<file path="src/hw/rtl/vsrd_pkg.sv">
`default_nettype none

package vsrd_pkg;

  // Parser phases of the record walk.
  typedef enum logic [2:0] {
    PH_WORD_LO,
    PH_WORD_HI,
    PH_OFFSET,
    PH_COMMON,
    PH_FULL,
    PH_POLY_HEAD,
    PH_POLY_VERT
  } phase_t;

  // Record type bytes.
  localparam logic [7:0] TYPE_OFFSET = 8'hFB;
  localparam logic [7:0] TYPE_COMMON = 8'hFE;
  localparam logic [7:0] TYPE_FILL   = 8'hFD;
  localparam logic [7:0] TYPE_COLOR  = 8'hFF;
  localparam logic [7:0] TYPE_END    = 8'hFC;
  localparam logic [7:0] TYPE_VECTOR_LIMIT = 8'h80;
  // Types from TYPE_VECTOR_LIMIT up to this one carry no drawing.
  localparam logic [7:0] TYPE_UNDEF_LAST = 8'hFA;
  localparam logic [7:0] COLOR_SEVEN = 8'd7;
  localparam logic [8:0] COLOR_NONE  = 9'h1FF;

  // Result kinds.
  localparam logic [1:0] KIND_LINE   = 2'd0;
  localparam logic [1:0] KIND_VERTEX = 2'd1;
  localparam logic [1:0] KIND_COLOR  = 2'd2;

  // Register indexes on the configuration port.
  localparam logic [2:0] REG_LOW_FIRST  = 3'd0;
  localparam logic [2:0] REG_H_SCALE    = 3'd1;
  localparam logic [2:0] REG_V_SCALE    = 3'd2;
  localparam logic [2:0] REG_AREA_LEFT  = 3'd3;
  localparam logic [2:0] REG_AREA_TOP   = 3'd4;
  localparam logic [2:0] REG_AREA_HEIGHT = 3'd5;
  localparam logic [2:0] REG_DARK_BG    = 3'd6;

  localparam int ADDR_W     = 5;
  localparam int OUT_DATA_W = 144;

  typedef struct packed {
    logic        low_first;
    logic [31:0] h_scale;
    logic [31:0] v_scale;
    logic [15:0] area_left;
    logic [15:0] area_top;
    logic [15:0] area_height;
    logic        dark_background;
  } cfg_t;

  // Decoded record in slide units, before scaling.
  typedef struct packed {
    logic [1:0]  kind;
    logic [15:0] x_from;
    logic [15:0] y_from;
    logic [15:0] x_to;
    logic [15:0] y_to;
    logic [7:0]  color_index;
    logic        seven_white;
    logic        last_vertex;
  } rec_t;

endpackage

`default_nettype wire

</file>
<file path="src/hw/rtl/vsrd_cfg.sv">
`default_nettype none

module vsrd_cfg (
  input  logic                        clk,
  input  logic                        rst,
  input  logic                        psel,
  input  logic                        penable,
  input  logic                        pwrite,
  input  logic [vsrd_pkg::ADDR_W-1:0] paddr,
  input  logic [31:0]                 pwdata,
  output logic [31:0]                 prdata,
  output logic                        pready,
  output vsrd_pkg::cfg_t              cfg
);
  import vsrd_pkg::*;

  logic       wr;
  logic [2:0] index;

  assign pready = 1'b1;
  assign wr     = psel && penable && pwrite;
  assign index  = paddr[4:2];

  always_ff @(posedge clk) begin
    if (rst) begin
      cfg.low_first       <= 1'b0;
      cfg.h_scale         <= 32'h0001_0000;
      cfg.v_scale         <= 32'h0001_0000;
      cfg.area_left       <= 16'h0000;
      cfg.area_top        <= 16'h0000;
      cfg.area_height     <= 16'h0000;
      cfg.dark_background <= 1'b1;
    end else if (wr) begin
      case (index)
        REG_LOW_FIRST:   cfg.low_first       <= pwdata[0];
        REG_H_SCALE:     cfg.h_scale         <= pwdata;
        REG_V_SCALE:     cfg.v_scale         <= pwdata;
        REG_AREA_LEFT:   cfg.area_left       <= pwdata[15:0];
        REG_AREA_TOP:    cfg.area_top        <= pwdata[15:0];
        REG_AREA_HEIGHT: cfg.area_height     <= pwdata[15:0];
        REG_DARK_BG:     cfg.dark_background <= pwdata[0];
        default: ;
      endcase
    end
  end

  always_comb begin
    case (index)
      REG_LOW_FIRST:   prdata = {31'h0, cfg.low_first};
      REG_H_SCALE:     prdata = cfg.h_scale;
      REG_V_SCALE:     prdata = cfg.v_scale;
      REG_AREA_LEFT:   prdata = {16'h0, cfg.area_left};
      REG_AREA_TOP:    prdata = {16'h0, cfg.area_top};
      REG_AREA_HEIGHT: prdata = {16'h0, cfg.area_height};
      REG_DARK_BG:     prdata = {31'h0, cfg.dark_background};
      default:         prdata = 32'h0;
    endcase
  end

endmodule

`default_nettype wire

</file>
<file path="config.mk">
export PLATFORM = sky130hd
export DESIGN_NAME = vsrd_cfg
export DESIGN_NICKNAME = d
export VERILOG_FILES = /design/src/hw/rtl/vsrd_pkg.sv /design/src/hw/rtl/vsrd_cfg.sv
export SDC_FILE = /design/constraint.sdc
export NUM_CORES = 1
export LEC_CHECK = 0
export ABC_AREA = 1
export BUFFER_PORTS_ARGS = -buffer_cell sky130_fd_sc_hd__buf_2
export CAP_MARGIN = 10
export CORE_ASPECT_RATIO = 1.25
export CORE_MARGIN = 8
export CORE_UTILIZATION = 50
export CTS_BUF_LIST = sky130_fd_sc_hd__clkbuf_4
export CTS_CLUSTER_DIAMETER = 100
export DETAILED_ROUTE_END_ITERATION = 10
export HOLD_SLACK_MARGIN = 0.02
export PLACE_DENSITY = 0.79
export SLEW_MARGIN = 5
export SYNTH_ARGS = -nofsm -noshare
export SYNTH_HDL_FRONTEND = slang
export SYNTH_SLANG_ARGS = --single-unit
</file>
<file path="constraint.sdc">
create_clock -name clk -period 2 [get_ports clk]
set_clock_uncertainty 0.05 [all_clocks]
set_input_delay 0.1 -clock clk [delete_from_list [all_inputs] [get_ports clk]]
set_output_delay 0.1 -clock clk [all_outputs]
set_load 0.02 [all_outputs]
</file>
---- Yosys cells after proc, flatten, opt, wreduce, memory -nomap -nowiden ----
Index checks and enable logic that the tools add are counted.
storage, ports and cells
  flip-flop bits (word level) ............. 114
  bits of input ports ..................... 42
  output and inout bits ................... 147
  logic and storage cells ................. 24
cells by class
  equal/unequal tests ..................... 6
  mux-type cells .......................... 1
  reductions and logical operators ........ 10
operators with widths
  operator                                             count
  one-hot mux 32 bit (7 select lines)                  1
  AND reduction 2 bit                                  7
  equality test 3 bit, second input constant           3
  equality test 3 x 2 -> 1 bit, second input constant  2
  equality test 3 x 1 -> 1 bit, second input constant  1
  zero test 3 bit                                      1
  logical AND 1 bit                                    2

---- Longest topological paths before layout ----
Gate-level depths: netlist (run 1).
  depth after elaboration ................. 3
  mapped depth ............................ 9
  mapped depth without buffers ............ 7

---- Worst setup path after synthesis (run 1) ----
Ideal clock, no wire load.
  kind .................................... input to output
  start point ............................. input port paddr[2] in the netlist's numbering
  end point ............................... output port prdata[11]
  arrival ................................. 0.950 ns
  required time ........................... 1.850 ns
  path slack .............................. 0.900 ns
  cell stages on the path ................. 9
  path buffers ............................ 2
  cell sequence ........................... buf_6 inv_4 nand2_2 nor2_4 buf_4 nand2_1 nand2_1 inv_1 nand2_1
between the ends
  cells in the longest elaborated chain, start to end .. 2
  elaborated cells between the ends (all ways) .. 8
  those cells by class .................... eq/ne: 6; mux: 1; reduce/logical: 1
ends and longest elaborated chain
  what                                               line            text
  start, declared                                    vsrd_cfg.sv:9   input logic [vsrd_pkg::ADDR_W-1:0] paddr,
  equality test 3 bit, or another cell as far along  vsrd_cfg.sv:48  case (index)
  one-hot mux 32 bit (7 select lines) (*)            vsrd_cfg.sv:48
  end, declared                                      vsrd_cfg.sv:11  output logic [31:0] prdata,
Mark *: on every way between the ends. The rest lies on a longest branch, timed or not.

---- Final worst setup path (run 1) ----
  start point ............................. input port penable
  end point ............................... register cfg[65] in the netlist's numbering
between the ends
  cells in the longest elaborated chain, start to end .. 3
ends and longest elaborated chain
  what                                  line            text
  start, declared                       vsrd_cfg.sv:7   input logic penable,
  logical AND 1 bit (2 in a row)        vsrd_cfg.sv:21  assign wr = psel && penable && pwrite;
  AND reduction 2 bit (no source line)  --
  end, declared                         vsrd_cfg.sv:13  output vsrd_pkg::cfg_t cfg
No other way between the ends.
A chain may end at the register's enable or synchronous reset.

==> impl_metrics.json, run 1 <==
{
  "status": "finished, final reports clean",
  "startpoint": "penable",
  "power.density_nw_per_um2": 627,
  "seq_area_frac_synth_pct": 39.7,
  "hold_slack_ps": 67.7,
  "setup_tns_ps": 0,
  "drt_pass1_iterations": 4,
  "die_area_sq_um": 15200,
  "wirelength_mm": 17.2,
  "root_buffer": "clkbuf_4",
  "yosys_warnings": 0,
  "setup_slack_ps": 79.5,
  "grt_pass1_wl_mm": 27.4,
  "crit_arrival_ps": 2270,
  "maxCapViolCount": 0,
  "detail-route-antenna-nets": 0,
  "clk_pin_slew_worst_paths_ps": 100,
  "cts.path.max_buffers": 2,
  "largest_register_ffs": 114,
  "synth_top_area_cell": "dfxtp_1",
  "drt_iter0_drc": 439,
  "end_kind": "flip-flop",
  "tritoncts": "yes",
  "yosysTopAreaCellShare_pct": 39.7,
  "clk_latency_ps": 510,
  "relSlewSlack_pct": 42.6,
  "layout.cells.non_filler": 1262,
  "crit_fanout": 5,
  "drive_above_1_share_pct": 22.4,
  "syn_inst": 909,
  "cts_buffers": 17,
  "core_sq_um": 11400,
  "antenna_found_initial": 1,
  "synth.avg_cell_area_sq_um": 6.33,
  "required_ps": 2350,
  "peakVddDrop_mv": 0.367,
  "grt_max_degree": 95,
  "synth_area_leaders": "dfxtp_1 40%, nand2_1 19%, nor2_1 17%, nand3_1 8.8%, inv_1 4.0%",
  "rows": 44,
  "largest_register": "cfg",
  "num_vias": 6095,
  "gp_congestion": 0.861,
  "start_util_pct": 50.5,
  "dp_hpwl_mm": 11.3,
  "startpoint_type": "primary input",
  "multi_input_area_sq_um": 2800,
  "grt_pass1_vias": 5470,
  "rsz0062_at_grt": "no",
  "drc": 0,
  "r2r-start": "cfg[65]$_SDFFE_PP1P_",
  "fp.dieH_um": 136,
  "cts_resized": 0,
  "grt_util_all_layers_pct": 22.1,
  "io_pins": 189,
  "area.sequential_sq_um": 2280,
  "worst_pin_slew_ps": 859,
  "worstReg2RegEnd": "cfg[65]$_SDFFE_PP1P_",
  "fin_area_sq_um": 7290,
  "gr-total-overflow": 0,
  "max_freq_mhz": 521,
  "nFillCells": 1109,
  "cts_max_level": 4,
  "yosysUniqueCellTypes": 22,
  "min_period_over_period_pct": 96.0,
  "ys_ff_latch": 114,
  "avgRoutedWirePerCell_um": 13.6,
  "top_regs": "cfg: 114 flops",
  "nets": 1152,
  "avgViaCountPerCell": 4.83,
  "reg2regPathDepth": 4,
  "cts.sinks": 114,
  "mostFrequentLayoutCells": "291 x nand2_1, 256 x nor2_1, 185 x buf_2",
  "dieWidth_um": 112,
  "r2r_setup_slack_ps": 220,
  "syn2layout_area_growth_pct": 26.7,
  "final.min_clock_period_ps": 1920,
  "critical_path_class": "primary input to flip-flop",
  "setup_viol": 0,
  "dp.cells": 1187,
  "hold_path_class": "primary input to flip-flop",
  "final_hold_viol_count": 0,
  "postPlaceCellArea_sq_um": 6590,
  "netlist_area_sq_um": 5750,
  "syn_nets": 951,
  "p_leak_uw": 0.00378,
  "port_buffers": 185,
  "maxSlewViolCount": 0,
  "place_ws_ps": 354,
  "crit_end": "cfg[65]$_SDFFE_PP1P_",
  "final_common_cell": "nand2_1"
}
report_power, final:
group          internal (uW)  total [uW]  switching (uW)  leakage, uW
logic                    191         527             336      0.00270
clock network            872        1720             852     0.000157
registers               2300        2320            22.3     0.000920
total                   3360        4570            1210      0.00378
cells by family (layout without fill, tap and decap cells):
group / Yosys count / count (layout) / synth area share, %
compound gates: 4 / 4 / 0.348
simple gates: 668 / 668 / 48.2
buf+inv: 122 / 336 / 11.7
flops: 114 / 114 / 39.7
other cells: 1 / 2 / 0.0652
worst min-delay path by stage:
stage | startpoint | to | cells after the start
after global placement | pwdata[0] | cfg[0]$_SDFFE_PP1P_ | 3
after global routing | rst | cfg[76]$_SDFFE_PP0P_ | 4
after detailed placement | pwdata[0] | cfg[0]$_SDFFE_PP1P_ | 3
final | rst | cfg[78]$_SDFFE_PP0P_ | 4
after CTS | rst | cfg[110]$_SDFFE_PP0P_ | 4
after floorplan | pwdata[0] | cfg[0]$_SDFFE_PP1P_ | 2
worst max-delay path: stages:
cell,delay [ps]
buf_2,100
nand3_4,100
dlygate4sd3_1,600
o21ai_0,170
dlygate4sd3_1,560
nand3_1,60
dlygate4sd3_1,570
repair_timing:
action | in CTS | in global routing
buffers inserted | 0 | 4
setup endpoints to repair | 0 | 1
endpoints found under the hold margin | 114 | 0
hold buffers | 38 | 0
synth_stat cells:
master    number
buf_2         12
buf_4         11
inv_1         62
o21ai_0        3
nand2_1      291
nand3_4        2
conb_1         1
buf_6         20
clkinv_1       1
nor2_1       256
inv_4          3
clkbuf_1       2
a21oi_1        1
nand4_1        3
inv_2          1
nor2_4         9
buf_1         10
nor2_8         1
dfxtp_1      114
nand3_1      101
nand2_2        3
nand3_2        2
final cells by class:
class | instances | share of cell area (%)
multi-input combinational | 673 | 38.4
clock inverter | 13 | 1.96
inverter | 67 | 3.57
tap | 138 | 2.37
clock buffer | 19 | 1.96
antenna | 1 | 0.0343
timing repair buffer | 237 | 20.4
sequential | 114 | 31.3
per-layer routing:
metal	up-vias	GRT usage [%]	part of all wire (%)	wire length, um
met4	0	9.90	2.3	402
met3	28	7.42	8.1	1390
met5	-	0	0	0
met1	2683	26.2	43	7340
li1	3152	-	-	-
met2	232	35.7	47	8070
per-stage QoR:
stage / power [uW] / util (%)
after floorplan: 2700 / -
after global placement: 2840 / 57.8
after detailed placement: 2840 / 57.8
after CTS: 4600 / 63.6
after global routing: 4770 / 63.9
final: 4570 / 63.9
(Power assumes the default switching activity.)
==> inputs of run 2 (changes only) <==
--- a/config.mk
+++ b/config.mk
@@ -5,7 +5,6 @@
 export SDC_FILE = /design/constraint.sdc
 export NUM_CORES = 1
 export LEC_CHECK = 0
-export ABC_AREA = 1
 export BUFFER_PORTS_ARGS = -buffer_cell sky130_fd_sc_hd__buf_2
 export CAP_MARGIN = 10
 export CORE_ASPECT_RATIO = 1.25
@@ -15,7 +14,7 @@
 export CTS_CLUSTER_DIAMETER = 100
 export DETAILED_ROUTE_END_ITERATION = 10
 export HOLD_SLACK_MARGIN = 0.02
-export PLACE_DENSITY = 0.79
+export PLACE_DENSITY = 0.8
 export SLEW_MARGIN = 5
 export SYNTH_ARGS = -nofsm -noshare
 export SYNTH_HDL_FRONTEND = slang
==> impl_metrics.json, run 2 <==
{
  "top_regs": "cfg: 114 flops",
  "drt_pass1_iterations": 4,
  "largest_register": "cfg",
  "rows": 42,
  "final.min_clock_period_ps": 1720,
  "fp.dieH_um": 133,
  "rsz0062_at_grt": "no",
  "setup_tns_ps": 0,
  "hold_depth": 4,
  "cts_resized": 0,
  "crit_arrival_ps": 1570,
  "reg2regPathDepth": 2,
  "post-cts-setup-buffers": 0,
  "synth.cells.most_frequent": "143 x nand2b_1, 131 x mux2i_1, 114 x dfxtp_1",
  "hold_path_class": "primary input to flip-flop",
  "grt_pass1_wl_mm": 25.9,
  "cts.sinks": 114,
  "gr-total-overflow": 0,
  "critical_path_class": "flip-flop to output port",
  "synth_area_leaders": "dfxtp_1 42%, mux2i_1 24%, nand2b_1 16%, a22oi_1 2.2%, clkbuf_1 1.7%",
  "yosysTopAreaCellShare_pct": 41.9,
  "largest_register_ffs": 114,
  "syn_nets": 579,
  "avgRoutedWirePerCell_um": 18.3,
  "detail-route-antenna-nets": 0,
  "nets": 784,
  "hp-start": "paddr[2]",
  "cpPeakStageDelay_ps": 340,
  "max_freq_mhz": 582,
  "p_leak_uw": 0.00364,
  "syn_inst": 537,
  "cts.path.max_buffers": 2,
  "clk_pin_slew_worst_paths_ps": 110,
  "start_util_pct": 51.4,
  "hold_slack_ps": 81.9,
  "grt_max_degree": 103,
  "clk_latency_ps": 510,
  "wirelength_mm": 16.3,
  "num_vias": 4776,
  "relSlewSlack_pct": 60.8,
  "yosysUniqueCellTypes": 35,
  "port_buffers": 185,
  "die_area_sq_um": 14500,
  "cp_cell_sequence": "mux2i_1, o2bb2ai_1, a221o_1, buf_2",
  "seq_area_frac_synth_pct": 41.9,
  "tritoncts": "yes",
  "final_common_cell": "buf_2",
  "io_pins": 189,
  "dieWidth_um": 109,
  "grt_util_all_layers_pct": 22.2,
  "ys.flop_type": "dfxtp_1",
  "yosys_warnings": 0,
  "drc": 0,
  "antenna_found_initial": 1,
  "syn2layout_area_growth_pct": 29.9,
  "grt_pass1_vias": 5131,
  "yosys.cell_count.top_type": "nand2b_1",
  "min_to": "cfg[113]$_SDFFE_PP0P_",
  "drive_above_1_share_pct": 31.4,
  "dp_hpwl_mm": 11.5,
  "async_flop_share_pct": 0,
  "min_period_over_period_pct": 86.0,
  "synth_edf_count": 0,
  "hold_buffers": 33,
  "root_buffer": "clkbuf_4",
  "startpoint_type": "flip-flop",
  "nFillCells": 858,
  "worstReg2RegEnd": "cfg[104]$_SDFFE_PP0P_",
  "cts_max_level": 4,
  "cpMaxStageDelayCell": "dfxtp_1",
  "setup_viol": 0,
  "core_sq_um": 10600,
  "required_ps": 1850,
  "avgViaCountPerCell": 5.38,
  "ys_ff_latch": 114,
  "cts_buffers": 17,
  "power.density_nw_per_um2": 671,
  "gp_congestion": 0.766,
  "mostFrequentLayoutCells": "185 x buf_2, 143 x nand2b_1, 131 x mux2i_1",
  "maxCapViolCount": 0,
  "synth_top_area_cell": "dfxtp_1",
  "final_hold_viol_count": 0,
  "r2r-start": "cfg[104]$_SDFFE_PP0P_",
  "crit_fanout": 3,
  "peakVddDrop_mv": 0.377,
  "netlist_area_sq_um": 5450,
  "status": "finished, final reports clean",
  "maxSlewViolCount": 0,
  "worst_pin_slew_ps": 585,
  "r2r_setup_slack_ps": 1270,
  "synth.avg_cell_area_sq_um": 10.2,
  "drt_iter0_drc": 223,
  "end_kind": "output port"
}
==> run 2: cell types whose count changed in the layout (fill, tap and decap cells not counted), moves of 9 or more <==
| cell | delta |
|---|---|
| inv_1 | -61 |
| nand2_1 | -289 |
| nor2_4 | -9 |
| mux2i_1 | +131 |
| nand3_1 | -100 |
| nand2b_1 | +143 |
| nor2_1 | -234 |
| a22oi_1 | +16 |
==> run 2: area by class of cell <==
class | count | area (sq um) | area share (%)
repair buffers | 232 | 1370 | 19.4
multi-input cells | 376 | 2920 | 41.2
diodes | 1 | 2.50 | 0.0353
inverters | 1 | 3.75 | 0.0530
clock buffers | 20 | 150 | 2.12
flip-flops and latches | 114 | 2280 | 32.2
clock inverters | 12 | 188 | 2.65
well taps | 132 | 165 | 2.33
==> run 2: worst max-delay path by stage <==
| stage | depth (start not counted) | start | slack [ps] | end |
|---|---|---|---|---|
| finish | 4 | cfg[40]$_SDFFE_PP0P_ | 280 | prdata[7] |
| global route | 4 | cfg[40]$_SDFFE_PP0P_ | 160 | prdata[7] |
| CTS | 4 | cfg[40]$_SDFFE_PP0P_ | 250 | prdata[7] |
| detailed placement | 5 | paddr[2] | 410 | cfg[99]$_SDFFE_PP0P_ |
| global placement | 5 | paddr[2] | 450 | cfg[108]$_SDFFE_PP0P_ |
| floorplan | 6 | paddr[2] | 580 | prdata[16] |
==> run 2: kinds of logic (layout without fill, tap and decap cells) <==
logic type,count (synthesis),count (layout),share of synthesized area [%]
muxes,132,132,24.3
and+or+nand+nor,185,185,20.8
DFF,114,114,41.9
buffers and inverters,47,265,4.63
AOI/OAI and AO/OA,58,58,8.40
other,1,2,0.0688
==> run 2: through the flow <==
step	utilization (%)	instances	worst slack [ps]	total power, uW	cell area, sq um
final	66.7	888	281	4750	7080
after detailed placement	60.4	822	408	2750	6410
after global placement	60.4	822	445	2730	6410
after CTS	66.7	887	246	4780	7080
after floorplan	-	537	578	2620	5450
after global routing	66.7	888	160	4920	7080
==> run 2: critical path: cells and delay by family, from the launching register on <==
kind	cells	cell delay [ps]
AOI/OAI and AO/OA	2	360
buffers and inverters	1	160
DFF	1	340
muxes	1	180
==> run 2: layer usage <==
layer / GRT usage [%] / up-vias / wire length (um) / part of all wire, %
met1: 23.8 / 2311 / 6490 / 40
met2: 39.8 / 174 / 8400 / 52
met5: 0 / - / 0 / 0
met3: 6.61 / 20 / 1120 / 6.9
li1: - / 2271 / - / -
met4: 7.75 / 0 / 278 / 1.7
==> run 2: where the power goes <==
part	switching, uW	internal [uW]	total [uW]
registers	14.2	2290	2300
logic	243	205	447
clock network	858	1150	2000
