`src/hw/rtl/vsrd_pkg.sv`:
```
`default_nettype none

package vsrd_pkg;

  // Parser phases of the record walk.
  typedef enum logic [2:0] {
    PH_WORD_LO,
    PH_WORD_HI,
    PH_OFFSET,
    PH_COMMON,
    PH_FULL,
    PH_POLY_HEAD,
    PH_POLY_VERT
  } phase_t;

  // Record type bytes.
  localparam logic [7:0] TYPE_OFFSET = 8'hFB;
  localparam logic [7:0] TYPE_COMMON = 8'hFE;
  localparam logic [7:0] TYPE_FILL   = 8'hFD;
  localparam logic [7:0] TYPE_COLOR  = 8'hFF;
  localparam logic [7:0] TYPE_END    = 8'hFC;
  localparam logic [7:0] TYPE_VECTOR_LIMIT = 8'h80;
  // Types from TYPE_VECTOR_LIMIT up to this one carry no drawing.
  localparam logic [7:0] TYPE_UNDEF_LAST = 8'hFA;
  localparam logic [7:0] COLOR_SEVEN = 8'd7;
  localparam logic [8:0] COLOR_NONE  = 9'h1FF;

  // Result kinds.
  localparam logic [1:0] KIND_LINE   = 2'd0;
  localparam logic [1:0] KIND_VERTEX = 2'd1;
  localparam logic [1:0] KIND_COLOR  = 2'd2;

  // Register indexes on the configuration port.
  localparam logic [2:0] REG_LOW_FIRST  = 3'd0;
  localparam logic [2:0] REG_H_SCALE    = 3'd1;
  localparam logic [2:0] REG_V_SCALE    = 3'd2;
  localparam logic [2:0] REG_AREA_LEFT  = 3'd3;
  localparam logic [2:0] REG_AREA_TOP   = 3'd4;
  localparam logic [2:0] REG_AREA_HEIGHT = 3'd5;
  localparam logic [2:0] REG_DARK_BG    = 3'd6;

  localparam int ADDR_W     = 5;
  localparam int OUT_DATA_W = 144;

  typedef struct packed {
    logic        low_first;
    logic [31:0] h_scale;
    logic [31:0] v_scale;
    logic [15:0] area_left;
    logic [15:0] area_top;
    logic [15:0] area_height;
    logic        dark_background;
  } cfg_t;

  // Decoded record in slide units, before scaling.
  typedef struct packed {
    logic [1:0]  kind;
    logic [15:0] x_from;
    logic [15:0] y_from;
    logic [15:0] x_to;
    logic [15:0] y_to;
    logic [7:0]  color_index;
    logic        seven_white;
    logic        last_vertex;
  } rec_t;

endpackage

`default_nettype wire

```
`src/hw/rtl/vsrd_parser.sv`:
```
`default_nettype none

module vsrd_parser #(
  parameter int MAX_VERTICES = 10
) (
  input  logic           clk,
  input  logic           rst,
  input  vsrd_pkg::cfg_t cfg,
  input  logic           in_valid,
  output logic           in_ready,
  input  logic [7:0]     in_byte,
  input  logic           in_start,
  output logic           rec_valid,
  output vsrd_pkg::rec_t rec,
  input  logic           rec_ready
);
  import vsrd_pkg::*;

  localparam int LimW = $clog2(MAX_VERTICES + 1);

  phase_t          phase, phase_next, cur_phase;
  logic [2:0]      byte_count, byte_count_next, cur_count;
  logic [7:0]      record_bytes [8];
  logic [15:0]     last_x, last_y, last_x_next, last_y_next, cur_last_x, cur_last_y;
  logic [8:0]      prev_color, prev_color_next, cur_prev;
  logic [15:0]     vertices_left, vertices_left_next, cur_left;
  logic [15:0]     vertex_number, vertex_number_next, cur_number;
  logic [LimW-1:0] vertex_limit, vertex_limit_next;
  logic            accept, emit, wr_en;
  logic [2:0]      wr_index;
  logic [7:0]      hi_type, hi_op, stored_op;
  logic [15:0]     poly_count, count_m1, from_x, from_y;
  rec_t            rec_next;

  function automatic logic [15:0] add_off(input logic [15:0] base, input logic [7:0] off);
    return base + {{8{off[7]}}, off};
  endfunction

  assign in_ready = !rec_valid || rec_ready;
  assign accept   = in_valid && in_ready;

  // A start marker restarts the walk before this byte is used.
  assign cur_phase  = in_start ? PH_WORD_LO : phase;
  assign cur_count  = in_start ? 3'd0 : byte_count;
  assign cur_last_x = in_start ? 16'h0 : last_x;
  assign cur_last_y = in_start ? 16'h0 : last_y;
  assign cur_prev   = in_start ? COLOR_NONE : prev_color;
  assign cur_left   = in_start ? 16'h0 : vertices_left;
  assign cur_number = in_start ? 16'h0 : vertex_number;

  assign hi_type    = cfg.low_first ? record_bytes[0] : in_byte;
  assign hi_op      = cfg.low_first ? in_byte : record_bytes[0];
  assign stored_op  = cfg.low_first ? record_bytes[1] : record_bytes[0];
  assign poly_count = {record_bytes[3], record_bytes[2]};
  assign count_m1   = poly_count - 16'd1;

  always_comb begin
    phase_next      = cur_phase;
    byte_count_next = cur_count + 3'd1;
    case (cur_phase)
      PH_WORD_LO: begin
        phase_next      = PH_WORD_HI;
        byte_count_next = 3'd0;
      end
      PH_WORD_HI: begin
        byte_count_next = 3'd0;
        if (hi_type == TYPE_OFFSET) begin
          phase_next = PH_OFFSET;
        end else if (hi_type == TYPE_COMMON) begin
          phase_next = PH_COMMON;
        end else if (hi_type == TYPE_FILL) begin
          phase_next = PH_POLY_HEAD;
        end else if (hi_type < TYPE_VECTOR_LIMIT) begin
          phase_next = PH_FULL;
        end else begin
          phase_next = PH_WORD_LO;
        end
      end
      PH_OFFSET: begin
        if (cur_count == 3'd2) begin
          phase_next      = PH_WORD_LO;
          byte_count_next = 3'd0;
        end
      end
      PH_COMMON: begin
        phase_next      = PH_WORD_LO;
        byte_count_next = 3'd0;
      end
      PH_FULL: begin
        if (cur_count == 3'd5) begin
          phase_next      = PH_WORD_LO;
          byte_count_next = 3'd0;
        end
      end
      PH_POLY_HEAD: begin
        if (cur_count == 3'd3) begin
          byte_count_next = 3'd0;
          phase_next      = (poly_count != 16'h0) ? PH_POLY_VERT : PH_WORD_LO;
        end
      end
      PH_POLY_VERT: begin
        if (cur_count == 3'd5) begin
          byte_count_next = 3'd0;
          if (cur_left == 16'd1) begin
            phase_next = PH_WORD_LO;
          end
        end
      end
      default: begin
        phase_next      = PH_WORD_LO;
        byte_count_next = 3'd0;
      end
    endcase
  end

  always_comb begin
    wr_en              = 1'b1;
    wr_index           = 3'd2 + cur_count;
    emit               = 1'b0;
    rec_next           = '0;
    last_x_next        = cur_last_x;
    last_y_next        = cur_last_y;
    prev_color_next    = cur_prev;
    vertices_left_next = cur_left;
    vertex_number_next = cur_number;
    vertex_limit_next  = vertex_limit;
    from_x             = 16'h0;
    from_y             = 16'h0;
    case (cur_phase)
      PH_WORD_LO: begin
        wr_index = 3'd0;
      end
      PH_WORD_HI: begin
        wr_index = 3'd1;
        if (hi_type == TYPE_COLOR && {1'b0, hi_op} != cur_prev) begin
          emit                 = 1'b1;
          prev_color_next      = {1'b0, hi_op};
          rec_next.kind        = KIND_COLOR;
          rec_next.color_index = hi_op;
          rec_next.seven_white = (hi_op == COLOR_SEVEN) && cfg.dark_background;
        end
      end
      PH_OFFSET: begin
        if (cur_count == 3'd2) begin
          from_x          = add_off(cur_last_x, stored_op);
          from_y          = add_off(cur_last_y, record_bytes[2]);
          emit            = 1'b1;
          rec_next.kind   = KIND_LINE;
          rec_next.x_from = from_x;
          rec_next.y_from = from_y;
          rec_next.x_to   = add_off(cur_last_x, record_bytes[3]);
          rec_next.y_to   = add_off(cur_last_y, in_byte);
          last_x_next     = from_x;
          last_y_next     = from_y;
        end
      end
      PH_COMMON: begin
        wr_en           = 1'b0;
        emit            = 1'b1;
        rec_next.kind   = KIND_LINE;
        rec_next.x_from = cur_last_x;
        rec_next.y_from = cur_last_y;
        rec_next.x_to   = add_off(cur_last_x, stored_op);
        rec_next.y_to   = add_off(cur_last_y, in_byte);
        last_x_next     = rec_next.x_to;
        last_y_next     = rec_next.y_to;
      end
      PH_FULL: begin
        if (cur_count == 3'd5) begin
          emit            = 1'b1;
          rec_next.kind   = KIND_LINE;
          rec_next.x_from = {record_bytes[1], record_bytes[0]};
          rec_next.y_from = {record_bytes[3], record_bytes[2]};
          rec_next.x_to   = {record_bytes[5], record_bytes[4]};
          rec_next.y_to   = {in_byte, record_bytes[6]};
          last_x_next     = rec_next.x_from;
          last_y_next     = rec_next.y_from;
        end
      end
      PH_POLY_HEAD: begin
        if (cur_count == 3'd3) begin
          vertices_left_next = poly_count;
          vertex_number_next = 16'h0;
          // The final vertex is never drawn, and at most MAX_VERTICES are.
          if (poly_count == 16'h0) begin
            vertex_limit_next = '0;
          end else if (count_m1 > 16'(MAX_VERTICES)) begin
            vertex_limit_next = LimW'(MAX_VERTICES);
          end else begin
            vertex_limit_next = count_m1[LimW-1:0];
          end
        end
      end
      PH_POLY_VERT: begin
        if (cur_count == 3'd5) begin
          vertex_number_next = cur_number + 16'd1;
          vertices_left_next = cur_left - 16'd1;
          if (cur_number < 16'(vertex_limit)) begin
            emit                 = 1'b1;
            rec_next.kind        = KIND_VERTEX;
            rec_next.x_from      = {record_bytes[5], record_bytes[4]};
            rec_next.y_from      = {in_byte, record_bytes[6]};
            rec_next.last_vertex = (vertex_number_next == 16'(vertex_limit));
          end
        end
      end
      default: begin
        wr_en = 1'b0;
      end
    endcase
  end

  always_ff @(posedge clk) begin
    if (rst) begin
      phase         <= PH_WORD_LO;
      byte_count    <= 3'd0;
      last_x        <= 16'h0;
      last_y        <= 16'h0;
      prev_color    <= COLOR_NONE;
      vertices_left <= 16'h0;
      vertex_number <= 16'h0;
      vertex_limit  <= '0;
    end else if (accept) begin
      phase         <= phase_next;
      byte_count    <= byte_count_next;
      last_x        <= last_x_next;
      last_y        <= last_y_next;
      prev_color    <= prev_color_next;
      vertices_left <= vertices_left_next;
      vertex_number <= vertex_number_next;
      vertex_limit  <= vertex_limit_next;
    end
  end

  always_ff @(posedge clk) begin
    if (accept && wr_en) begin
      record_bytes[wr_index] <= in_byte;
    end
  end

  always_ff @(posedge clk) begin
    if (rst) begin
      rec_valid <= 1'b0;
    end else if (in_ready) begin
      rec_valid <= accept && emit;
    end
  end

  always_ff @(posedge clk) begin
    if (accept && emit) begin
      rec <= rec_next;
    end
  end

  a_rec_held: assert property (@(posedge clk) disable iff (rst)
    rec_valid && !rec_ready |=> rec_valid && $stable(rec))
    else $error("decoded record changed while stalled");

  a_count_range: assert property (@(posedge clk) disable iff (rst)
    byte_count <= 3'd5)
    else $error("byte count beyond a six-byte group");

  a_start_restarts: assert property (@(posedge clk) disable iff (rst)
    accept && in_start |=> phase == PH_WORD_HI)
    else $error("start marker did not restart the record walk");

  a_vertex_count: assert property (@(posedge clk) disable iff (rst)
    phase == PH_POLY_VERT |-> vertices_left != 16'h0)
    else $error("vertex phase with no vertices left");

endmodule

`default_nettype wire

```
`config.mk`:
```
export PLATFORM = sky130hd
export DESIGN_NAME = vsrd_parser
export DESIGN_NICKNAME = d
export VERILOG_FILES = /design/src/hw/rtl/vsrd_pkg.sv /design/src/hw/rtl/vsrd_parser.sv
export SDC_FILE = /design/constraint.sdc
export NUM_CORES = 1
export LEC_CHECK = 0
export ABC_AREA = 1
export BUFFER_PORTS_ARGS = -buffer_cell sky130_fd_sc_hd__clkbuf_2
export CAP_MARGIN = 0
export CELL_PAD_IN_SITES_DETAIL_PLACEMENT = 0
export CELL_PAD_IN_SITES_GLOBAL_PLACEMENT = 1
export CORE_MARGIN = 1
export CORE_UTILIZATION = 43
export CTS_CLUSTER_DIAMETER = 150
export DETAILED_ROUTE_END_ITERATION = 8
export PLACE_DENSITY = 0.83
export SLEW_MARGIN = 20
export SYNTH_ARGS = -nofsm -noshare
export SYNTH_HDL_FRONTEND = slang
export SYNTH_SLANG_ARGS = --single-unit
export TNS_END_PERCENT = 100
```
`constraint.sdc`:
```
create_clock -name clk -period 5.4 [get_ports clk]
set_clock_uncertainty 0.2 [all_clocks]
set_input_delay 0.54 -clock clk [delete_from_list [all_inputs] [get_ports clk]]
set_output_delay 0.54 -clock clk [all_outputs]
set_load 0.01 [all_outputs]
```
# After elaboration in Yosys (flattened, before gate mapping)
# Memory sizes are Yosys's and may differ from the RTL's.
# Index checks and enable logic that the tools add are counted.
[totals]
out_inout_bits = 78
wordCells = 121
latch_bits = 0
in_bits = 127
ram_bits = 64
rom_bits = 0
register_bits = 160
n_memories = 1
[mem_list]
columns = ["name", "depth", "word_bits", "rd", "rd_clocked_by_memory_dff", "wr", "line_no", "rtl"]
rows = [
  ["record_bytes", 8, 8, 7, 0, 1, "vsrd_parser.sv:23", "logic [7:0] record_bytes [8];"],
]
[classes]
n_shift = 0
bitwise_logic = 0
n_mul = 0
div = 0
eq_ne = 17
reduce_logical = 15
muxes = 59
order_cmp = 3
n_addsub = 9
[op_table]
columns = ["operator", "count"]
rows = [
  ["$mux 16", 12],
  ["$mux 64", 2],
  ["$pmux 32 s4", 1],
  ["$pmux 16 s3", 2],
  ["$pmux 32 s3", 1],
  ["$add 16x16->16", 4],
  ["$pmux 16 s2", 2],
  ["$mux 3", 15],
  ["$mux 34", 1],
  ["$mux 33", 1],
  ["$eq 8x8->1 const B", 4],
  ["$sub 16x1->16 const B", 2],
  ["$mux 9", 3],
  ["$mux 8", 3],
  ["$pmux 3 s6", 1],
  ["$add 16x1->16 const B", 1],
  ["$eq 16x1->1 const B", 1],
  ["$eq 16x4->1", 1],
  ["$gt 16x4->1 const B", 1],
  ["$logic_not 16->1", 1],
  ["$lt 16x4->1", 1],
  ["$reduce_bool 16->1", 1],
  ["$eq 3x2->1 const B", 4],
  ["$eq 3x3->1 const B", 4],
  ["21 further kinds", 34],
]

# Depth between registers and ports, before layout
# Gate-level depths: netlist (run 1).
# An unclocked memory read counts as a cell.
[depth]
depth_word = 8
mapped_depth = 19
depth_no_buf = 17

# Worst setup path after synthesis (run 1)
# OpenSTA, ideal clock, no wires.
[synth_timing]
kind = "input-to-reg"
start = "input port in_start"
end = "register rec[0] (netlist bit), enable pin"
stages = 17
path_buffers = 4
required_time_ns = 4.770
arrival_time_ns = 3.790
slack_ns = 0.980
cell_sequence = "buf_6 buf_8 buf_4 buf_2 nor2_1 inv_1 ha_1 inv_1 nor2_4 nand2_1 nor2_1 nand3_1 nor2_4 nor2_1 nand2_1 nand2_1 inv_1"
[synth_via]
elab_chain_cells = 6
[synth_lines]
columns = ["element", "line_no", "rtl"]
rows = [
  ["start: declaration", "vsrd_parser.sv:12", "input logic in_start,"],
  ["$mux 16 or $mux 9 (tied branches)", "vsrd_parser.sv:49, vsrd_parser.sv:47", ""],
  ["$lt 16x4->1 or $ne 8x9->1 (tied branches)", "vsrd_parser.sv:198, vsrd_parser.sv:135", ""],
  ["$mux 1 or $logic_and 1x1->1 (tied branches)", "vsrd_parser.sv:198, vsrd_parser.sv:135", ""],
  ["$mux 1, on equally long branches", "vsrd_parser.sv:195, vsrd_parser.sv:135", ""],
  ["$pmux 1 s5 (*)", "vsrd_parser.sv:129", "case (cur_phase)"],
  ["$logic_and 1x1->1 (*)", "vsrd_parser.sv:250", "if (accept && emit) begin"],
  ["end signal: assignment", "vsrd_parser.sv:251", "rec <= rec_next;"],
  ["end: declaration", "vsrd_parser.sv:14", "output vsrd_pkg::rec_t rec,"],
]
# Every way passes the cells marked *; elsewhere a longest branch is shown, timed or not.
# A chain may end at the register's enable or synchronous reset.

==> impl_results.md, run 1 <==
- R2R Setup Slk: roughly 1.8 ns
- Root Buffer: clkbuf_16
- Initial antenna violation count: 0
- TritonCTS Buffers: 25
- Comb pwr share: just over 10%
- PortBufs: just over 90
- Synth Area in XOR/XNOR: roughly 1.8%
- H-tree levels: 1
- Vias: between 10000 and 15000
- Most common cell after layout, fill and taps aside: nand2_1
- Vias per inst: between 5 and 6
- Critical path's largest stage delay: slightly above 0.6 ns
- Area grow syn2layout: 10.6%
- Crit end category: flip-flop
- Final wirelength: approximately 51 mm
- Cell Area, Synth: ~15000 sq um
- Fillers: ~3500
- Total gr overflow: 0
- Synth warn: 0
- Hold Violations, Final: 0
- Synth Flop Type: edfxtp_1
- Die ar.: 36100 sq um
- Post-Synth Simple-Gate Area: between 20 and 30%
- Reg2reg end: last_x[11]$_SDFFE_PP0P_
- Post-synthesis mux area share: 0%
- Hold path depth: 4
- Slew @ Worst Pin: approximately 1.2 ns
- Nets: approximately 2400
- DRT iter0 DRCs: about 1400
- HPWL Detailed: roughly 36 mm
- Clock power frac: between 40 and 50%
- Hold Path Class: in2reg
- Max Fclk: 255 MHz
- Synth cell types: 54
- CTS tree: yes
- CP Data Arrival Time: just over 4 ns
- Post-CTS Setup Inserts: 0
- Drt wl/cell: 19.1 um
- Slew headroom: around a fifth
- Max-Cap Viols: 0
- WS Path Type: in2reg
- Worst EP required: 5.55 ns
- Post-synth EDFFs: 132
- Clock latency on the worst-skew pair: approximately 0.56 ns
- # DRC: 0
- Sw power: roughly 1.0 mW
- Clock buffer depth: 3
- Ports: a little over 200
- Die Y: roughly 190 um
- Maximum vdd drop: ~210 uV
- Initial Util: approximately 44%
- Vias in the first global route: between 10000 and 15000
- Post-route ant nets: 0
- Synth top area share: about a quarter
- Mean Syn Cell Area: approximately 7.1 sq um
- Outcome: completed
- Num Clock Sinks: ~220
- Worst-path clk slew: around 0.060 ns
- Overall Global Routing Usage: around 28%
- Max Slew Vio Count: 0
- Period utilization: between 70 and 80%
- Most frequent cells in the layout: nand2_1 (561), inv_1 (284), a21oi_1 (182)
- # setup viols final: 0
- CP Max Fanout: between 40 and 50
- Area contributors post-synth: edfxtp_1 (26%), nand2_1 (14%), dfxtp_1 (11%), inv_1 (7.1%), a21oi_1 (6.0%)
- CP cell instances: clkbuf_2, inv_4, nand2_1, nor2_1, nand2_1, inv_1, buf_4, nand3_1, nor2_4, buf_4, inv_2, o21ai_1
- Leakage: around 7.4 nW
- Final min period: slightly below 4 ns
- R2R Path Start: byte_count[1]$_SDFFE_PP0P_
- Power per cell area: approximately 230 nW/um^2
- Diodes inserted: 0
- Setup TNS: 0 ns
- Fraction of layout cells with a size suffix above 1: 9.62%
- Async S/R FF share, synth: 0%
- Slowest library cell on the worst path: inv_4
- Min-delay src: rec_ready
- Worst Reg-to-Reg Cells: 13
- Post-synthesis compound-gate area fraction: between 15 and 20%
- Largest net degree at the start of global routing: a little under 80
- Flops & latches, synth: 216
- First-pass GRT wire length: slightly below 80 mm
- Die W: 190 um
- Total power: between 3 and 4 mW
- Cell Int Power: 2.90 mW
- Pre-antenna DRT Iters: 6
- Worst Hold Endpoint: rec_valid$_SDFFE_PP0N_
- Sequential area share after synthesis: between 30 and 40%
- CTS hold repair buffers: 0
- Row cnt: around 70
- Startpoint Class: primary input
- Cells after Synth: between 2000 and 2500
- RSZ-0062 raised after global routing: no
- Largest family of logic cells by synthesized area: simple AND/OR/NAND/NOR gates
- Adder-cell share of the synthesized area: 6.45%
- Synth area leader: edfxtp_1
- Reg power frac: around 46%
- Post-CTS Resized: 0
- Routability cong.: 0.947
- Post-Syn Nets: about 2300
- Core Area: 34600 sq um
- Sw frac: between 20% and 30%
through the flow:
stage	util, %	area, sq um	setup slack, ns	cells	hold WS, ns
floorplan	-	15200	0.980	2133	0.233
global placement	46.2	16000	1.04	2624	0.241
detailed placement	46.2	16000	0.990	2624	0.248
CTS	48.6	16800	1.54	2670	0.0896
global route	48.6	16800	1.31	2670	0.114
finish	48.6	16800	1.47	2670	0.113
power by group through the flow:
stage	logic, mW	clock network, mW	registers [mW]
4_1_cts	0.390	1.77	1.79
3_3_place_gp	0.382	0	1.83
3_5_place_dp	0.387	0	1.83
6_report	0.397	1.75	1.79
2_1_floorplan	0.275	0	1.83
5_1_grt	0.441	1.84	1.80
synth_stat cells (5+ instances only):
cell       number
o31ai_1         5
or2_2          14
o21ai_1        21
and2_1          5
xor2_1         26
nor2_2         16
a31oi_1         7
nand4_1        30
nand3b_1       13
edfxtp_1      132
nor2_4          8
o22ai_1         6
o211ai_1       17
o2111ai_1      13
a21oi_1       182
inv_1         287
nor2_1        166
nor3_1         18
nand2_1       562
buf_4           7
nand3_1       153
dfxtp_1        84
a32o_1          5
o21ai_0       140
clkbuf_1       37
inv_2          10
xnor2_1         6
nor4_1          8
buf_6           7
buf_2          19
ha_1           72
a221oi_1       11
flip-flops by register name, summed over array words and instances, names as in the netlist:
register	flops
phase	3
rec	76
vertex_limit	4
prev_color	9
byte_count	3
last_x	16
vertex_number	16
rec_valid	1
last_y	16
record_bytes	56
vertices_left	16
how the worst max path moves through the flow:
stage | from | to | slack [ns] | depth (start not counted)
2_1_floorplan | in_start | rec[0]$_SDFFCE_PN0P_ | 0.98 | 17
3_3_place_gp | in_start | rec[45]$_DFFE_PP_ | 1.04 | 12
3_5_place_dp | in_start | rec[45]$_DFFE_PP_ | 0.99 | 12
4_1_cts | in_start | rec[45]$_DFFE_PP_ | 1.54 | 12
5_1_grt | in_start | rec[43]$_DFFE_PP_ | 1.31 | 12
6_report | in_start | rec[43]$_DFFE_PP_ | 1.47 | 12
metal layers:
metal	vias up	track usage [%]	wire (um)
li1	7282	-	-
met1	6925	37.0	22500
met2	517	46.9	23700
met3	89	4.06	3200
met4	0	9.46	1680
met5	-	0	0
area by class of cell:
| type | count | area, sq um | share of cell area (%) |
|---|---|---|---|
| Clock buffer | 31 | 658 | 3.91 |
| Clock inverter | 15 | 161 | 0.960 |
| Inverter | 299 | 1130 | 6.71 |
| Multi-Input combinational cell | 1546 | 8060 | 47.9 |
| Sequential cell | 216 | 5650 | 33.6 |
| Tap cell | 455 | 569 | 3.39 |
| Timing Repair Buffer | 108 | 593 | 3.53 |
critical path, delay by kind of cell:
| family | cells | cell delay, ns |
|---|---|---|
| buf+inv | 6 | 2.10 |
| simple gates | 5 | 1.05 |
| compound gates | 1 | 0.37 |
kinds of logic after synthesis:
group / count (synthesis)
xor+xnor: 32
fa+ha+maj: 76
compound gates: 433
simple gates: 1005
flops: 216
buf+inv: 371
(Power assumes the default switching activity.)
==> run 2, diff against run 1 <==
Clock period 5.4 ns to 4.1 ns, I/O delays scaled along.
==> run 2 against run 1 <==
Net effect:
- sequential power rose by 32%
- critical path type is now reg2reg
- sequential share of layout area is 0.68 points lower
- highest routed layer unchanged
- count of clock-buffer cells in the layout up 2
- combinational power rose by 36%
==> impl_results.md, run 2 (synthesized netlist as in run 1, its figures left out) <==
- Outcome: completed
- Slew @ Worst Pin: 1.04 ns (-0.142 ns)
- R2R Path Start: byte_count[0]$_SDFFE_PP0P_
- Post-route insts no fill: 2701 (+1.2%)
- Grt peak-use layer: met2
- Largest net degree at the start of global routing: 77 (unchanged)
- Hold Path Class: in2reg
- Num Clock Sinks: 216 (unchanged)
- TritonCTS Buffers: 27 (+8.0%)
- Worst Reg-to-Reg Cells: 14 (+1)
- Biggest regs: rec: 76 flops, record_bytes: 56 flops
- DRT iter0 DRCs: 1441 (+3.4%)
- Final wirelength: 51.8 mm (+1.5%)
- Worst-path clk slew: 0.06 ns (about the same)
- Reg2reg end: rec[54]$_DFFE_PP_
- CP Max Fanout: 76 (+65%)
- Period utilization: between 70 and 80%
- Top reg by flops: rec
- Met1 Use GR: 37.5% (+0.48 points)
- Die ar.: 36100 sq um (unchanged)
- # DRC: 0 (unchanged)
- CTS tree: yes
- WS Path Type: reg2reg
- Clock latency on the worst-skew pair: 0.56 ns (about the same)
- H-tree levels: 1 (unchanged)
- Core Area: 34600 sq um (unchanged)
- Worst Hold Endpoint: rec[1]$_SDFFCE_PN0P_
- CP Data Arrival Time: 3.20 ns (-0.87 ns)
- Die W: 190 um (unchanged)
- Most common cell after layout, fill and taps aside: nand2_1
- Maximum vdd drop: 292 uV (+39%)
- Final min period: between 3 and 4 ns
- First-pass GRT wire length: 78.9 mm (+1.1%)
- Initial Util: 43.9% (unchanged)
- Hold Violations, Final: 0 (unchanged)
- Row cnt: 68 (unchanged)
- Setup TNS: 0 ns (unchanged)
- Placed cell count: 2649 (+0.95%)
- Fraction of layout cells with a size suffix above 1: 10.9% (+1.3 points)
- R2R Setup Slk: 0.87 ns (-0.90 ns)
- Post-route ant nets: 0 (unchanged)
- Met3 Track Usage GR: 3.27% (-0.79 points)
- Leakage: 7.54 nW (+2.5%)
- Diodes inserted: 0 (unchanged)
- Max Fclk: 310 MHz
- CTS hold repair buffers: 2 (+2)
- Pre-antenna DRT Iters: 5 (-1)
- Routability cong.: 0.951 (+0.45%)
- Post-CTS Resized: 0 (unchanged)
- Power per cell area: 322 nW/um^2 (+37%)
- # setup viols final: 0 (unchanged)
- Hold path depth: 3 (-1)
- Setup crit start: byte_count[0]$_SDFFE_PP0P_
- Fillers: 3517 (+1.3%)
- Max Slew Vio Count: 0 (unchanged)
- Min-delay src: cfg[0]
- Die Y: 190 um (unchanged)
- Total gr overflow: 0 (unchanged)
- Nets: 2428 (+1.2%)
- RSZ-0062 raised after global routing: no
- HPWL Detailed: 37.1 mm (+4.5%)
- Initial antenna violation count: 0 (unchanged)
- Post-CTS Setup Inserts: 0 (unchanged)
- PortBufs: 92 (unchanged)
- Startpoint Class: flip-flop
- Max FFs per register: 76 (unchanged)
- Vias: 14898 (+0.57%)
- Worst EP required: 4.07 ns (-1.48 ns)
- Vias in the first global route: 13868 (+0.12%)
- Vias per inst: 5.52 (-0.58%)
- Clock buffer depth: 3 (unchanged)
- Overall Global Routing Usage: 28.5% (+0.47 points)
- Grt met2 use: 47.3% (+0.45 points)
- Slew headroom: 30.6% (+9.7 points)
- Ports: 205 (unchanged)
- Drt wl/cell: 19.2 um (+0.31%)
- Most frequent cells in the layout: nand2_1 (561), inv_1 (284), a21oi_1 (182)
- Area grow syn2layout: 12.9%
- Max-Cap Viols: 0 (unchanged)
- Root Buffer: clkbuf_16
- Crit end category: flip-flop
- Multi-input logic area: 8060 sq um (unchanged)
- Reg area: 5650 sq um (unchanged)
## run 2: changes by cell type in the layout (fill, tap and decap cells not counted), moves of 2 or more
| cell | change |
|---|---|
| buf_4 | +26 |
| bufinv_16 | +3 |
| clkbuf_16 | +2 |
| clkinv_1 | -2 |
| clkinv_2 | -3 |
| clkinv_4 | +3 |
| clkinvlp_4 | +2 |
| dlygate4sd3_1 | +2 |
## run 2: power by group
| group | total [mW] | internal, mW | leakage (nW) | switching [mW] |
|---|---|---|---|---|
| sequential | 2.36 | 2.34 | 1.73 | 0.0249 |
| clock | 2.62 | 1.62 | 0.469 | 0.996 |
| combinational | 0.539 | 0.161 | 5.34 | 0.378 |
| total | 5.52 | 4.12 | 7.54 | 1.40 |
## run 2: worst max-delay path by stage
stage,to,depth (start not counted)
floorplan,rec[0]$_SDFFCE_PN0P_,17
global placement,rec[45]$_DFFE_PP_,16
global route,rec[51]$_DFFE_PP_,14
finish,rec[54]$_DFFE_PP_,14
CTS,rec[49]$_DFFE_PP_,14
detailed placement,rec[23]$_DFFE_PP_,16
## run 2: through the flow
step                      total power, mW  hold slack (ns)  utilization (%)  cell area, sq um  setup slack, ns
after global routing                 5.72           0.0119             49.6             17200            0.540
after global placement               2.93            0.241             46.7             16200            0.650
final                                5.52           0.0223             49.6             17200            0.871
after detailed placement             2.93            0.245             46.7             16200            0.588
after floorplan                      2.77            0.233                -             15200            0.305
after CTS                            5.55          0.00706             49.6             17200            0.871
## run 2: critical path: stages (launching register included)
cell        delay (ns)
dfxtp_1           0.33
inv_1             0.05
nor2_1            0.24
ha_1              0.25
inv_1             0.08
nor2_4            0.11
nand2_1           0.06
nor2_1            0.10
nand3_1           0.11
nor2_4            0.13
nor2_1            0.06
nand2_1           0.06
nand2_1           0.09
clkinvlp_4        0.10
buf_4             0.73
## run 2: final cells by class
type	instances	area share [%]
tap	455	3.32
inverter	299	6.59
clock inverter	17	1.47
clock buffer	33	4.18
timing repair buffer	135	4.59
sequential	216	32.9
multi-input combinational	1546	47.0
## run 2: layer usage
metal  share of wire (%)  routed length (um)  vias to the layer above
met5                   0                   0                        -
met4                 4.2                2150                        0
li1                    -                   -                     7316
met2                  47               24100                      534
met1                  43               22300                     6924
met3                 6.3                3240                      124
==> run 3, diff against run 2 <==
Settings changed: CORE_UTILIZATION 43 to 39, PLACE_DENSITY 0.83 to 0.79.
Clock period 4.1 ns to 2.65 ns, I/O delays scaled along.
==> run 3 against run 2 <==
Net effect:
- final area increased by 15%
- final cell count up 13%
- power rose by 60%
- critical path depth is the same
- via count rose by 8.2%
- global-route usage fell by 0.10 points
- highest routed layer unchanged
==> impl_results.md, run 3 (synthesized netlist as in run 1, its figures left out) <==
- Outcome: completed
- Final min period: roughly 2.6 ns
- Post-route ant nets: 0 (unchanged)
- HPWL Detailed: 43.0 mm (+16%)
- Crit end category: flip-flop
- Slew headroom: 55.4% (+25 points)
- Top reg by flops: rec
- Min-delay src: in_start
- CP Max Fanout: 28 (-63%)
- Die ar.: 39800 sq um (+10%)
- DRT iter0 DRCs: 1397 (-3.1%)
- Biggest regs: rec: 76 flops, record_bytes: 56 flops
- # DRC: 0 (unchanged)
- # setup viols final: 0 (unchanged)
- Vias: 16118 (+8.2%)
- Hold Path Class: in2reg
- WS Path Type: in2reg
- Vias in the first global route: 15381 (+11%)
- Hold path depth: 5 (+2)
- Max Slew Vio Count: 0 (unchanged)
- Ports: 205 (unchanged)
- Final wirelength: 57.2 mm (+10%)
- Largest net degree at the start of global routing: 62 (-19%)
- Pre-antenna DRT Iters: 5 (unchanged)
- Routability cong.: 0.959 (+0.89%)
- Clock buffer depth: 3 (unchanged)
- R2R Path Start: record_bytes[0][2]$_DFFE_PP_
- Num Clock Sinks: 216 (unchanged)
- Area grow syn2layout: 30.3%
- Leakage: 9.00 nW (+19%)
- Max-Cap Viols: 0 (unchanged)
- Overall Global Routing Usage: 28.4% (-0.10 points)
- Die W: 199 um (+5.0%)
- Worst EP required: 2.75 ns (-1.32 ns)
- Total power: 8.83 mW (+60%)
- Hold Violations, Final: 0 (unchanged)
- Root Buffer: clkbuf_16
- Diodes inserted: 0 (unchanged)
- Startpoint Class: primary input
- Clock latency on the worst-skew pair: 0.58 ns (+0.02 ns)
- Drt wl/cell: 18.8 um (-1.9%)
- H-tree levels: 1 (unchanged)
- CP Data Arrival Time: 2.68 ns (-0.52 ns)
- Fraction of layout cells with a size suffix above 1: 22.8% (+12 points)
- Max Fclk: between 300 and 400 MHz
- Setup crit start: in_byte[5]
- Worst-path clk slew: 0.06 ns (about the same)
- Max FFs per register: 76 (unchanged)
- Fillers: 3717 (+5.7%)
- Reg2reg end: rec[73]$_DFFE_PP_
- CTS tree: yes
- R2R Setup Slk: 0.07 ns (-0.80 ns)
- Worst Reg-to-Reg Cells: 10 (-4)
- Nets: 2712 (+12%)
- Initial Util: 40.0% (-3.9 points)
- Post-layout util: 52.1% (+2.5 points)
- Period utilization: between 90% and 100%
- Most common cell after layout, fill and taps aside: nand2_1
- First-pass GRT wire length: 85.9 mm (+8.9%)
- Most frequent cells in the layout: nand2_1 (552), buf_4 (303), inv_1 (280)
- Vias per inst: 5.30 (-3.9%)
- Multi-input logic area: 8330 sq um (+3.3%)
- Maximum vdd drop: 399 uV (+37%)
- PortBufs: 92 (unchanged)
- TritonCTS Buffers: 27 (unchanged)
- Power per cell area: 446 nW/um^2 (+39%)
- Slew @ Worst Pin: 0.669 ns (-0.372 ns)
- Worst Hold Endpoint: last_x[2]$_SDFFE_PP0P_
- Core Area: 38000 sq um (+9.8%)
- Initial antenna violation count: 0 (unchanged)
- Row cnt: 71 (+4.4%)
- Total gr overflow: 0 (unchanged)
- Reg area: 5650 sq um (about the same)
- Die Y: 199 um (+5.0%)
==> run 3: cell types whose count changed in the layout (fill, tap and decap cells not counted), sizes merged <==
cell         change
inv              +1
clkbuf           +1
dlygate4sd3      +9
clkinvlp         -1
buf            +274
==> run 3: layer usage <==
metal	part of all wire, %	GRT usage, %
met3	6.5	3.32
met5	0	0
met2	47	48.6
met1	42	36.4
met4	4.2	11.5
==> run 3: cell type report <==
type | count | share of cell area (%)
Multi-Input combinational cell | 1546 | 42.0
Sequential cell | 216 | 28.5
Timing Repair Buffer | 419 | 15.7
Inverter | 299 | 5.71
Clock buffer | 33 | 3.58
Tap cell | 511 | 3.23
Clock inverter | 17 | 1.28
==> run 3: worst max path at each step <==
stage | endpoint | slack (ns) | depth (start not counted)
3_5_place_dp | rec[73]$_DFFE_PP_ | -0.36 | 11
6_report | rec[69]$_DFFE_PP_ | 0.07 | 14
5_1_grt | vertices_left[10]$_SDFFE_PP0P_ | -0.008 | 14
4_1_cts | rec[36]$_DFFE_PP_ | 0.01 | 15
2_1_floorplan | rec[0]$_SDFFCE_PN0P_ | -0.79 | 17
3_3_place_gp | rec[73]$_DFFE_PP_ | -0.34 | 11
==> run 3: report_power, final <==
group | switching (mW) | leakage (nW) | internal, mW
sequential | 0.0387 | 1.73 | 3.62
clock | 1.58 | 0.469 | 2.49
combinational | 0.665 | 6.80 | 0.447
total | 2.28 | 9.00 | 6.55
==> run 3: per-stage QoR <==
step	area [sq um]	std cells	setup TNS [ns]	setup WS [ns]	hold slack (ns)
final	19800	3041	0	0.0710	0.0853
after global routing	19800	3041	-0.0836	-0.00820	0.104
after CTS	19500	3032	0	0.0126	0.0562
after detailed placement	18400	2971	-24.68	-0.358	0.255
after global placement	18400	2971	-24.65	-0.340	0.243
after floorplan	15300	2133	-60.81	-0.786	0.164
==> run 3: worst max-delay path, cell delays in order <==
cell and delay [ns]:
dlygate4sd3_1 0.52, clkbuf_2 0.24, inv_1 0.14, o21ai_0 0.20, buf_4 0.16, nor2_1 0.04, nor3_1 0.21, nand3_1 0.14
nand2_2 0.10, nand2_1 0.07, nand2_2 0.09, clkinvlp_4 0.13, buf_4 0.17, buf_16 0.16
==> run 3: repair_timing <==
| action | in CTS | in global routing |
|---|---|---|
| hold endpoints to repair | 34 | 0 |
| setup endpoints to repair | 15 | 122 |
| setup buffers | 1 | 7 |
| gates resized for setup | 10 | 50 |
| gates cloned | 0 | 2 |
| hold buffers | 11 | 0 |
| pin swaps | 3 | 23 |
